===== config.mk =====
export PLATFORM = sky130hd
export DESIGN_NAME = nesting_aware_delimiter_finder
export DESIGN_NICKNAME = d
export VERILOG_FILES = /design/src/hdl/ndf_pkg.sv /design/src/hdl/nesting_aware_delimiter_finder.sv /design/src/hdl/ndf_scan.sv
export SDC_FILE = /design/constraint.sdc
export NUM_CORES = 1
export LEC_CHECK = 0
export ABC_AREA = 1
export BUFFER_PORTS_ARGS = -buffer_cell sky130_fd_sc_hd__clkbuf_2
export CORE_MARGIN = 2
export CORE_UTILIZATION = 23
export DETAILED_ROUTE_END_ITERATION = 6
export GPL_TIMING_DRIVEN = 0
export MAX_ROUTING_LAYER = met4
export PLACE_DENSITY_LB_ADDON = 0.25
export SLEW_MARGIN = 20
export SYNTH_ARGS = -nofsm -noshare
export SYNTH_HDL_FRONTEND = slang
export SYNTH_SLANG_ARGS = --single-unit
export TNS_END_PERCENT = 1

===== constraint.sdc =====
create_clock -name clk -period 2.1 [get_ports clk]
set_input_delay 0.21 -clock clk [delete_from_list [all_inputs] [get_ports clk]]
set_output_delay 0.21 -clock clk [all_outputs]
set_load 0.1 [all_outputs]

===== src/hdl/ndf_pkg.sv =====
package ndf_pkg;

  localparam int unsigned CHAR_W    = 16;
  localparam int unsigned POS_W     = 12;
  localparam int unsigned CFG_IDX_W = 2;

  localparam int unsigned MAX_LEN_DEFAULT   = 4096;
  localparam int unsigned DEPTH_MAX_DEFAULT = 255;

  localparam logic [CFG_IDX_W-1:0] REG_DELIMITER = 2'd0;
  localparam logic [CFG_IDX_W-1:0] REG_QUOTE_A   = 2'd1;
  localparam logic [CFG_IDX_W-1:0] REG_QUOTE_B   = 2'd2;

  localparam logic [CHAR_W-1:0] DELIMITER_RESET = 16'd44;
  localparam logic [CHAR_W-1:0] QUOTE_A_RESET   = 16'd34;
  localparam logic [CHAR_W-1:0] QUOTE_B_RESET   = 16'd39;

  localparam logic [CHAR_W-1:0] CH_ROUND_OPEN   = 16'h0028;
  localparam logic [CHAR_W-1:0] CH_ROUND_CLOSE  = 16'h0029;
  localparam logic [CHAR_W-1:0] CH_SQUARE_OPEN  = 16'h005B;
  localparam logic [CHAR_W-1:0] CH_SQUARE_CLOSE = 16'h005D;
  localparam logic [CHAR_W-1:0] CH_CURLY_OPEN   = 16'h007B;
  localparam logic [CHAR_W-1:0] CH_CURLY_CLOSE  = 16'h007D;

  typedef struct packed {
    logic [CHAR_W-1:0] delimiter_char;
    logic [CHAR_W-1:0] quote_char_a;
    logic [CHAR_W-1:0] quote_char_b;
  } cfg_t;

  typedef struct packed {
    logic             emit;
    logic             found;
    logic [POS_W-1:0] position;
  } result_t;

endpackage


===== src/hdl/nesting_aware_delimiter_finder.sv =====
// Finds the first delimiter character that lies outside quoted text and at zero round,
// square and curly bracket depth, one character word per clock. A character is taken
// into an input register, then scanned against the bracket and quote state once the
// output register can take it, and its result (if any) lands in the output register.
// One character can be accepted every cycle while in_stall is low; in_stall rises only
// when the character register is full and the output register holds a result that the
// receiver is stalling. Each string gives exactly one result word: the found position
// or not found at the character marked last_char.
module nesting_aware_delimiter_finder #(
  parameter int unsigned MAX_LEN   = ndf_pkg::MAX_LEN_DEFAULT,
  parameter int unsigned DEPTH_MAX = ndf_pkg::DEPTH_MAX_DEFAULT
) (
  input  logic                          clk,
  input  logic                          rst,
  input  logic                          cfg_write,
  input  logic [ndf_pkg::CFG_IDX_W-1:0] cfg_index,
  input  logic [ndf_pkg::CHAR_W-1:0]    cfg_data,
  input  logic                          in_valid,
  output logic                          in_stall,
  input  logic [ndf_pkg::CHAR_W-1:0]    char_code,
  input  logic                          last_char,
  output logic                          out_valid,
  input  logic                          out_stall,
  output logic                          found,
  output logic [ndf_pkg::POS_W-1:0]     position
);
  import ndf_pkg::*;

  cfg_t              cfg;
  result_t           result;
  logic              s1_valid;
  logic [CHAR_W-1:0] s1_char;
  logic              s1_last;
  logic              s1_fire;
  logic              in_accept;

  always_ff @(posedge clk) begin
    if (rst) begin
      cfg.delimiter_char <= DELIMITER_RESET;
      cfg.quote_char_a   <= QUOTE_A_RESET;
      cfg.quote_char_b   <= QUOTE_B_RESET;
    end else if (cfg_write) begin
      case (cfg_index)
        REG_DELIMITER: cfg.delimiter_char <= cfg_data;
        REG_QUOTE_A:   cfg.quote_char_a   <= cfg_data;
        REG_QUOTE_B:   cfg.quote_char_b   <= cfg_data;
        default: ;
      endcase
    end
  end

  assign s1_fire   = s1_valid && (!out_valid || !out_stall);
  assign in_stall  = s1_valid && !s1_fire;
  assign in_accept = in_valid && !in_stall;

  always_ff @(posedge clk) begin
    if (rst) begin
      s1_valid <= 1'b0;
    end else if (in_accept) begin
      s1_valid <= 1'b1;
    end else if (s1_fire) begin
      s1_valid <= 1'b0;
    end
  end

  always_ff @(posedge clk) begin
    if (in_accept) begin
      s1_char <= char_code;
      s1_last <= last_char;
    end
  end

  ndf_scan #(
    .MAX_LEN   (MAX_LEN),
    .DEPTH_MAX (DEPTH_MAX)
  ) u_scan (
    .clk       (clk),
    .rst       (rst),
    .step      (s1_fire),
    .char_code (s1_char),
    .last_char (s1_last),
    .cfg       (cfg),
    .result    (result)
  );

  always_ff @(posedge clk) begin
    if (rst) begin
      out_valid <= 1'b0;
    end else if (s1_fire) begin
      out_valid <= result.emit;
    end else if (!out_stall) begin
      out_valid <= 1'b0;
    end
  end

  always_ff @(posedge clk) begin
    if (s1_fire && result.emit) begin
      found    <= result.found;
      position <= result.position;
    end
  end

endmodule


===== src/hdl/ndf_scan.sv =====
module ndf_scan #(
  parameter int unsigned MAX_LEN   = ndf_pkg::MAX_LEN_DEFAULT,
  parameter int unsigned DEPTH_MAX = ndf_pkg::DEPTH_MAX_DEFAULT
) (
  input  logic                        clk,
  input  logic                        rst,
  input  logic                        step,
  input  logic [ndf_pkg::CHAR_W-1:0]  char_code,
  input  logic                        last_char,
  input  ndf_pkg::cfg_t               cfg,
  output ndf_pkg::result_t            result
);
  import ndf_pkg::*;

  localparam int unsigned DW = $clog2(DEPTH_MAX + 1);
  localparam int unsigned IW = $clog2(MAX_LEN + 1);
  localparam logic [DW-1:0] DMAX = DW'(DEPTH_MAX);

  logic [DW-1:0]     round_depth, round_depth_next;
  logic [DW-1:0]     square_depth, square_depth_next;
  logic [DW-1:0]     curly_depth, curly_depth_next;
  logic              in_quote, in_quote_next;
  logic              close_pending, close_pending_next;
  logic [CHAR_W-1:0] open_quote, open_quote_next;
  logic [IW-1:0]     char_index, char_index_next;
  logic              answered, answered_next;

  logic                active, check, hit;
  logic [POS_W+IW-1:0] pos_ext;

  function automatic logic [DW-1:0] depth_up(input logic [DW-1:0] d);
    depth_up = (d >= DMAX) ? DMAX : d + DW'(1);
  endfunction

  function automatic logic [DW-1:0] depth_down(input logic [DW-1:0] d);
    depth_down = (d != '0) ? d - DW'(1) : '0;
  endfunction

  always_comb begin
    round_depth_next   = round_depth;
    square_depth_next  = square_depth;
    curly_depth_next   = curly_depth;
    in_quote_next      = in_quote;
    close_pending_next = close_pending;
    open_quote_next    = open_quote;
    char_index_next    = char_index;
    answered_next      = answered;
    check              = 1'b0;
    hit                = 1'b0;

    active = !answered && (char_index < IW'(MAX_LEN));

    if (active) begin
      if (in_quote) begin
        if (close_pending) begin
          close_pending_next = 1'b0;
          if (char_code != open_quote) begin
            in_quote_next = 1'b0;
            check         = 1'b1;
          end
        end else if (char_code == open_quote) begin
          close_pending_next = 1'b1;
        end
      end else if (char_code == cfg.quote_char_a || char_code == cfg.quote_char_b) begin
        in_quote_next   = 1'b1;
        open_quote_next = char_code;
      end else begin
        check = 1'b1;
      end
      char_index_next = char_index + IW'(1);
    end

    if (check) begin
      case (char_code)
        CH_ROUND_OPEN:   round_depth_next  = depth_up(round_depth);
        CH_ROUND_CLOSE:  round_depth_next  = depth_down(round_depth);
        CH_SQUARE_OPEN:  square_depth_next = depth_up(square_depth);
        CH_SQUARE_CLOSE: square_depth_next = depth_down(square_depth);
        CH_CURLY_OPEN:   curly_depth_next  = depth_up(curly_depth);
        CH_CURLY_CLOSE:  curly_depth_next  = depth_down(curly_depth);
        default: ;
      endcase
      hit = (round_depth_next == '0) && (square_depth_next == '0) &&
            (curly_depth_next == '0) && (char_code == cfg.delimiter_char);
    end

    if (hit) begin
      answered_next = 1'b1;
    end

    pos_ext         = {{POS_W{1'b0}}, char_index};
    result.emit     = hit || (last_char && !answered);
    result.found    = hit;
    result.position = hit ? pos_ext[POS_W-1:0] : '0;

    // end of string returns all per-string state to zero
    if (last_char) begin
      round_depth_next   = '0;
      square_depth_next  = '0;
      curly_depth_next   = '0;
      in_quote_next      = 1'b0;
      close_pending_next = 1'b0;
      open_quote_next    = '0;
      char_index_next    = '0;
      answered_next      = 1'b0;
    end
  end

  always_ff @(posedge clk) begin
    if (rst) begin
      round_depth   <= '0;
      square_depth  <= '0;
      curly_depth   <= '0;
      in_quote      <= 1'b0;
      close_pending <= 1'b0;
      open_quote    <= '0;
      char_index    <= '0;
      answered      <= 1'b0;
    end else if (step) begin
      round_depth   <= round_depth_next;
      square_depth  <= square_depth_next;
      curly_depth   <= curly_depth_next;
      in_quote      <= in_quote_next;
      close_pending <= close_pending_next;
      open_quote    <= open_quote_next;
      char_index    <= char_index_next;
      answered      <= answered_next;
    end
  end

endmodule


# == Word-level counts from Yosys, hierarchy flattened ==
# Index checks and enable logic that the tools add are counted.
# Widths: inputs -> output; s select.
# totals
input_bits,40
out_inout_bits,15
ff_bits,136
# op_classes
mux,47
order_cmp,4
n_reduce_logical,38
addsub,7
n_eq_ne,15
# ops
operator,count
$mux 8,15
$eq 16x16->1,4
$eq 16x7->1 const B,4
$mux 16,4
$pmux 8 s2,3
$eq 16x6->1 const B,2
$mux 13,2
$add 8x1->8 const B,3
$ge 8x8->1 const B,3
$logic_not 8->1,3
$reduce_bool 8->1,3
$sub 8x1->8 const B,3
$mux 1,23
$ne 16x16->1,1
$add 13x1->13 const B,1
$lt 13x13->1 const B,1
$reduce_and 2->1,6
$reduce_bool 2->1,6
$logic_and 1x1->1,9
$logic_not 1->1,5
$reduce_and 4->1,1
$logic_or 1x1->1,3
$reduce_and 3->1,1
$eq 2x1->1 const B,1
4 further kinds,4

# == Longest topological paths before layout ==
# depth
word_depth,13
depth_mapped,17
ltp_nobuf,17

# == Modules after synthesis ==
# From an unflattened synthesis, not the netlist that was laid out.
# hier_totals
hier_cells,1340
hier_area_um2,8508.2
# by_module_without_submodules
mod,area_per_inst_um2,cells_each,instances,seq_area_each_um2
ndf_scan,5531.6,996,1,1121.1
nesting_aware_delimiter_finder,2976.6,344,1,1901.8

# == Worst setup path after synthesis ==
# Ideal clock, no wire load.
# synth_path
kind,flip-flop to flip-flop
startpoint,reg u_scan.round_depth[0]
endpoint,reg found (enable)
setup_time_ns,0.356
stages_incl_launch_ff,14
slack_ns,-0.237
synth_period_minus_slack_ns,2.337
n_path_buf,0
t_arrival_ns,1.981
path_cell_list,dfxtp_1 -> clkinv_1 -> ha_1 -> xnor2_1 -> nor2_1 -> nand2_1 -> nand2_1 -> nor2_1 -> nand2_1 -> nor2_1 -> nand2_1 -> nor2_2 -> nand3_1 -> nand2_1
# synth_via
elab_chain_cells,11
elab_cells_between_ends,15
classes_between,add/sub: 2; order compare: 1; mux: 5; reduce/logical: 7
# synth_rtl
element,line_no,text
"start, declared",ndf_scan.sv:19,"logic [DW-1:0] round_depth, round_depth_next;"
"start signal, assigned",ndf_scan.sv:120,round_depth <= round_depth_next;
$sub 8x1->8 (tied with other cells),ndf_scan.sv:36,depth_down = (d != '0) ? d - DW'(1) : '0;
$mux 8 (on tied branches),"ndf_scan.sv:36, ndf_scan.sv:32",
$pmux 8 s2 (*),ndf_scan.sv:74,case (char_code)
$mux 8 (*),ndf_scan.sv:73,if (check) begin
$logic_not 8->1 (*),ndf_scan.sv:83,hit = (round_depth_next == '0) && (square_depth_next == '0) &&
$logic_and 1x1->1 (*) (2 in a row),ndf_scan.sv:83,
$logic_and 1x1->1 (*),ndf_scan.sv:84,(curly_depth_next == '0) && (char_code == cfg.delimiter_char);
$mux 1 (*),ndf_scan.sv:73,
$logic_or 1x1->1 (*),ndf_scan.sv:92,result.emit = hit || (last_char && !answered);
$logic_and 1x1->1 (*),nesting_aware_delimiter_finder.sv:97,if (s1_fire && result.emit) begin
"end signal, assigned",nesting_aware_delimiter_finder.sv:98,found <= result.found;
"end, declared",nesting_aware_delimiter_finder.sv:24,"output logic found,"
# Mark *: on every way between the ends. The rest lies on a longest branch, timed or not. The select of a mux whose other input is x is not followed.
# A chain may end at the register's enable or synchronous reset.

# == Final worst setup path ==
# layout_path
startpoint,reg s1_char[8]
endpoint,reg position[3] in the netlist's numbering (enable)
# layout_via
elab_chain_cells,10
elab_cells_between_ends,31
classes_between,eq/ne: 10; mux: 12; reduce/logical: 9
# layout_rtl
element,line_no,text
"start, declared",nesting_aware_delimiter_finder.sv:32,logic [CHAR_W-1:0] s1_char;
"start signal, assigned",nesting_aware_delimiter_finder.sv:68,s1_char <= char_code;
$eq 16x6->1 or $eq 16x7->1 (tied branches),ndf_scan.sv:74,
$pmux 8 s2,ndf_scan.sv:74,
$mux 8,ndf_scan.sv:73,
$logic_not 8->1,ndf_scan.sv:83,
$logic_and 1x1->1 (2 in a row),ndf_scan.sv:83,
$logic_and 1x1->1,ndf_scan.sv:84,
$mux 1 (*),ndf_scan.sv:73,
$logic_or 1x1->1 (*),ndf_scan.sv:92,
$logic_and 1x1->1 (*),nesting_aware_delimiter_finder.sv:97,
"end signal, assigned",nesting_aware_delimiter_finder.sv:99,position <= result.position;
"end, declared",nesting_aware_delimiter_finder.sv:25,output logic [ndf_pkg::POS_W-1:0] position
# Marked as above.

==> flow_summary.ini <==
[cells_and_area]
final_cell_mix = 377 x nand2_1, 176 x nor2_1, 118 x inv_1, 103 x dfxtp_1, 88 x o21ai_0
areaGrowthSynthToFinish_pct = 28.4
final_nets = 1403
final_common_cell = nand2_1
diodes = 0
drive_above_1_share = 0.175

[worst_setup_path]
crit_path_cell_trace = buf_6 -> nor2_4 -> nand2_4 -> nor2_8 -> nand3_4 -> nand2_8 -> nor2_4 -> nor2_2 -> nand2_2 -> nor2_2 -> nand2_1 -> nor2_4 -> nand3_4 -> nand2_8
cpMaxStageDelayCell = edfxtp_1
rr_endpoint = position[3]
critPathLaunchType = flip-flop
end_kind = flip-flop
crit_required_ns = 2.24
max_stage_delay_ns = 0.38
cpMostUsedCell = nor2_4
crit_fanout = 7
critical_path_arrival_ns = 2.65
reg2regPathDepth = 14
r2r_slack_ns = -0.41
cp_top_family = simple AND/OR/NAND/NOR gates
critical_path_buf_inv_count = 1
timing.rr.start = s1_char[8]
critical_path_class = reg2reg

[placement]
finalWeightedCongestion = 0.861
io_buffers = 53
dp_hpwl_mm = 17.9

[clocking]
htreeDepth = 4
cts_buffers = 17
clkTransAtPathRegs_ns = 0.08
clk_latency_ns = 0.43
cts_tree = done
cts_root_buf = clkbuf_16
cts.sinks = 136
clk_path_buf_depth = 2

[pwr]
p_total_mw = 6.47
p_comb_frac = 0.098
clockPowerShare = 0.472
seqPwrFrac = 0.431
vdd_drop_max_v = 0.000440
powerDensity_mw_per_mm2 = 633
leakage_nw = 4.57
power.switching_mw = 1.86
power.internal_mw = 4.61
switching_share = 0.288

[floorplanning]
io_pins = 55
initial_core_util = 0.232
rows = 68
die_w_um = 190
die_area_mm2 = 0.0361
fp.dieH_um = 190
core-area_mm2 = 0.0343

[global_route]
overflow = 0
grt_pass1_vias = 7489
grt.total_usage = 0.145
antenna_found_initial = 0
grt_max_degree = 18
grt_pass1_wl_mm = 40.2

[yosys]
synth-edff-count = 30
synth_area_mm2 = 0.00796
syn-instance-count = 1246
ys_seq_area_frac = 0.380
synth_nets = 1296
async_flop_share = 0
synth_top_area_share = 0.267
synth_top_area_cell = dfxtp_1
synth_area_leaders = dfxtp_1 27%, nand2_1 18%, edfxtp_1 11%
avgSynthCellArea_um2 = 6.39
synth_ff_type = dfxtp_1
yosys_warnings = 0
synthDistinctLibCells = 31
synth_seq_cells = 136

[timing]
rsz0062_at_grt = true
setup_viol_count_final = 62
skew_ns = 0.0134
timing_hold_violations_final = 0
worst_slack_ns = -0.413
min_period_ns = 2.51
maxSlewHeadroom = 0.406
fin_crit_sh = 1.20
fin_setup_tns_ns = -14.86
maxSlewViolCount = 0
tightest_slew_ns = 0.889
fmax_mhz = 398

[hold_path]
whs_path_depth = 3
hp-class = in2reg
holdPathEnd = cfg[41]
min-delay-start = cfg_data[9]

[routing]
drtAntennaViolNets = 0
drt-initial-drc-count = 472
vias = 8037
viasPerCell = 4.41
met2_length_mm = 11.4
wirelength_mm = 25.0
drc = 0
route.top_layer_used = met4
wl_per_cell_um = 13.7
dr_wl_met3_um = 776
drt-met1-wl_mm = 12.5
firstDrtPassIters = 4

[status]
outcome = finished with violations
violations = negative setup slack

[flow_run]
drv_cap = 0
-- sequential cells by signal, summed over array words and instances, names as in the netlist --
register	count
u_scan.square_depth	8
s1_valid	1
u_scan.in_quote	1
found	1
cfg	48
u_scan.answered	1
u_scan.open_quote	16
u_scan.char_index	13
s1_last	1
u_scan.close_pending	1
position	12
out_valid	1
u_scan.round_depth	8
u_scan.curly_depth	8
s1_char	16
-- metrics by stage --
stage	util	worst slack, ns	hold WS, ns	instances	instance area (um^2)
after global placement	0.257	-0.778	0.387	1754	8800
final	0.298	-0.413	0.0375	1821	10200
after global routing	0.298	-0.541	0.0643	1821	10200
after CTS	0.291	-0.433	0.0289	1817	9960
after detailed placement	0.257	-0.794	0.389	1754	8800
after floorplan	-	-0.112	0.309	1246	7970
-- final cells by class --
cell class	count	area, um^2
timing repair buffer	88	571
buffer	44	285
inverter	133	510
multi-input combinational	933	4670
tap	455	569
sequential	136	3030
clock buffer	18	450
fill	3758	24100
clock inverter	14	138
-- layer usage --
metal,track usage,up-vias
li1,-,4155
met1,0.196,3718
met2,0.230,143
met3,0.0170,21
met4,0.0367,0
met5,-,-
-- cells by family after synthesis --
logic type               share of synthesized area
adder cells (fa/ha/maj)                     0.0157
AO/OA/AOI/OAI                                0.114
buffers and inverters                       0.0904
AND/OR/NAND/NOR                              0.369
flip-flops                                   0.380
XOR/XNOR                                    0.0308
-- power by group through the flow --
stage | clock network (mW) | logic [mW] | registers [mW]
floorplan | 0 | 0.306 | 2.88
finish | 3.05 | 0.632 | 2.79
detailed placement | 0 | 0.543 | 2.85
global route | 3.23 | 0.703 | 2.79
global placement | 0 | 0.543 | 2.85
CTS | 3.13 | 0.621 | 2.79
-- cell usage after synthesis (3+ instances only) --
cell type and number:
a21oi_1 76, buf_2 17, buf_4 4, clkbuf_1 22
clkinv_1 3, dfxtp_1 106, edfxtp_1 30, ha_1 10
inv_1 126, inv_2 4, nand2_1 390, nand2_2 9
nand3_1 65, nand4_1 16, nor2_1 204, nor2_2 23
nor3_1 5, o211ai_1 6, o21ai_0 88, o22ai_1 3
xnor2_1 3, xor2_1 25
-- repair_timing --
item	CTS	global route
gates resized for setup	82	61
gates cloned	1	0
hold endpoints to repair	17	0
pin swaps	21	45
setup buffers	13	5
endpoints found under the setup margin	70	73
hold buffers	17	0
-- worst min-delay path, delay by kind of cell --
family | cells | cell delay (ns)
buffers and inverters | 1 | 0.10
AND/OR/NAND/NOR | 2 | 0.13
-- how the worst max path moves through the flow --
| stage | endpoint | slack [ns] | from | cells after the start |
|---|---|---|---|---|
| after floorplan | found | -0.11 | s1_char[10] | 14 |
| after global placement | position[9] | -0.78 | s1_char[6] | 15 |
| after detailed placement | position[9] | -0.79 | s1_char[6] | 15 |
| after CTS | position[4] | -0.43 | s1_char[11] | 13 |
| after global routing | found | -0.54 | s1_char[8] | 14 |
| final | position[3] | -0.41 | s1_char[8] | 14 |
(Power assumes the default switching activity.)
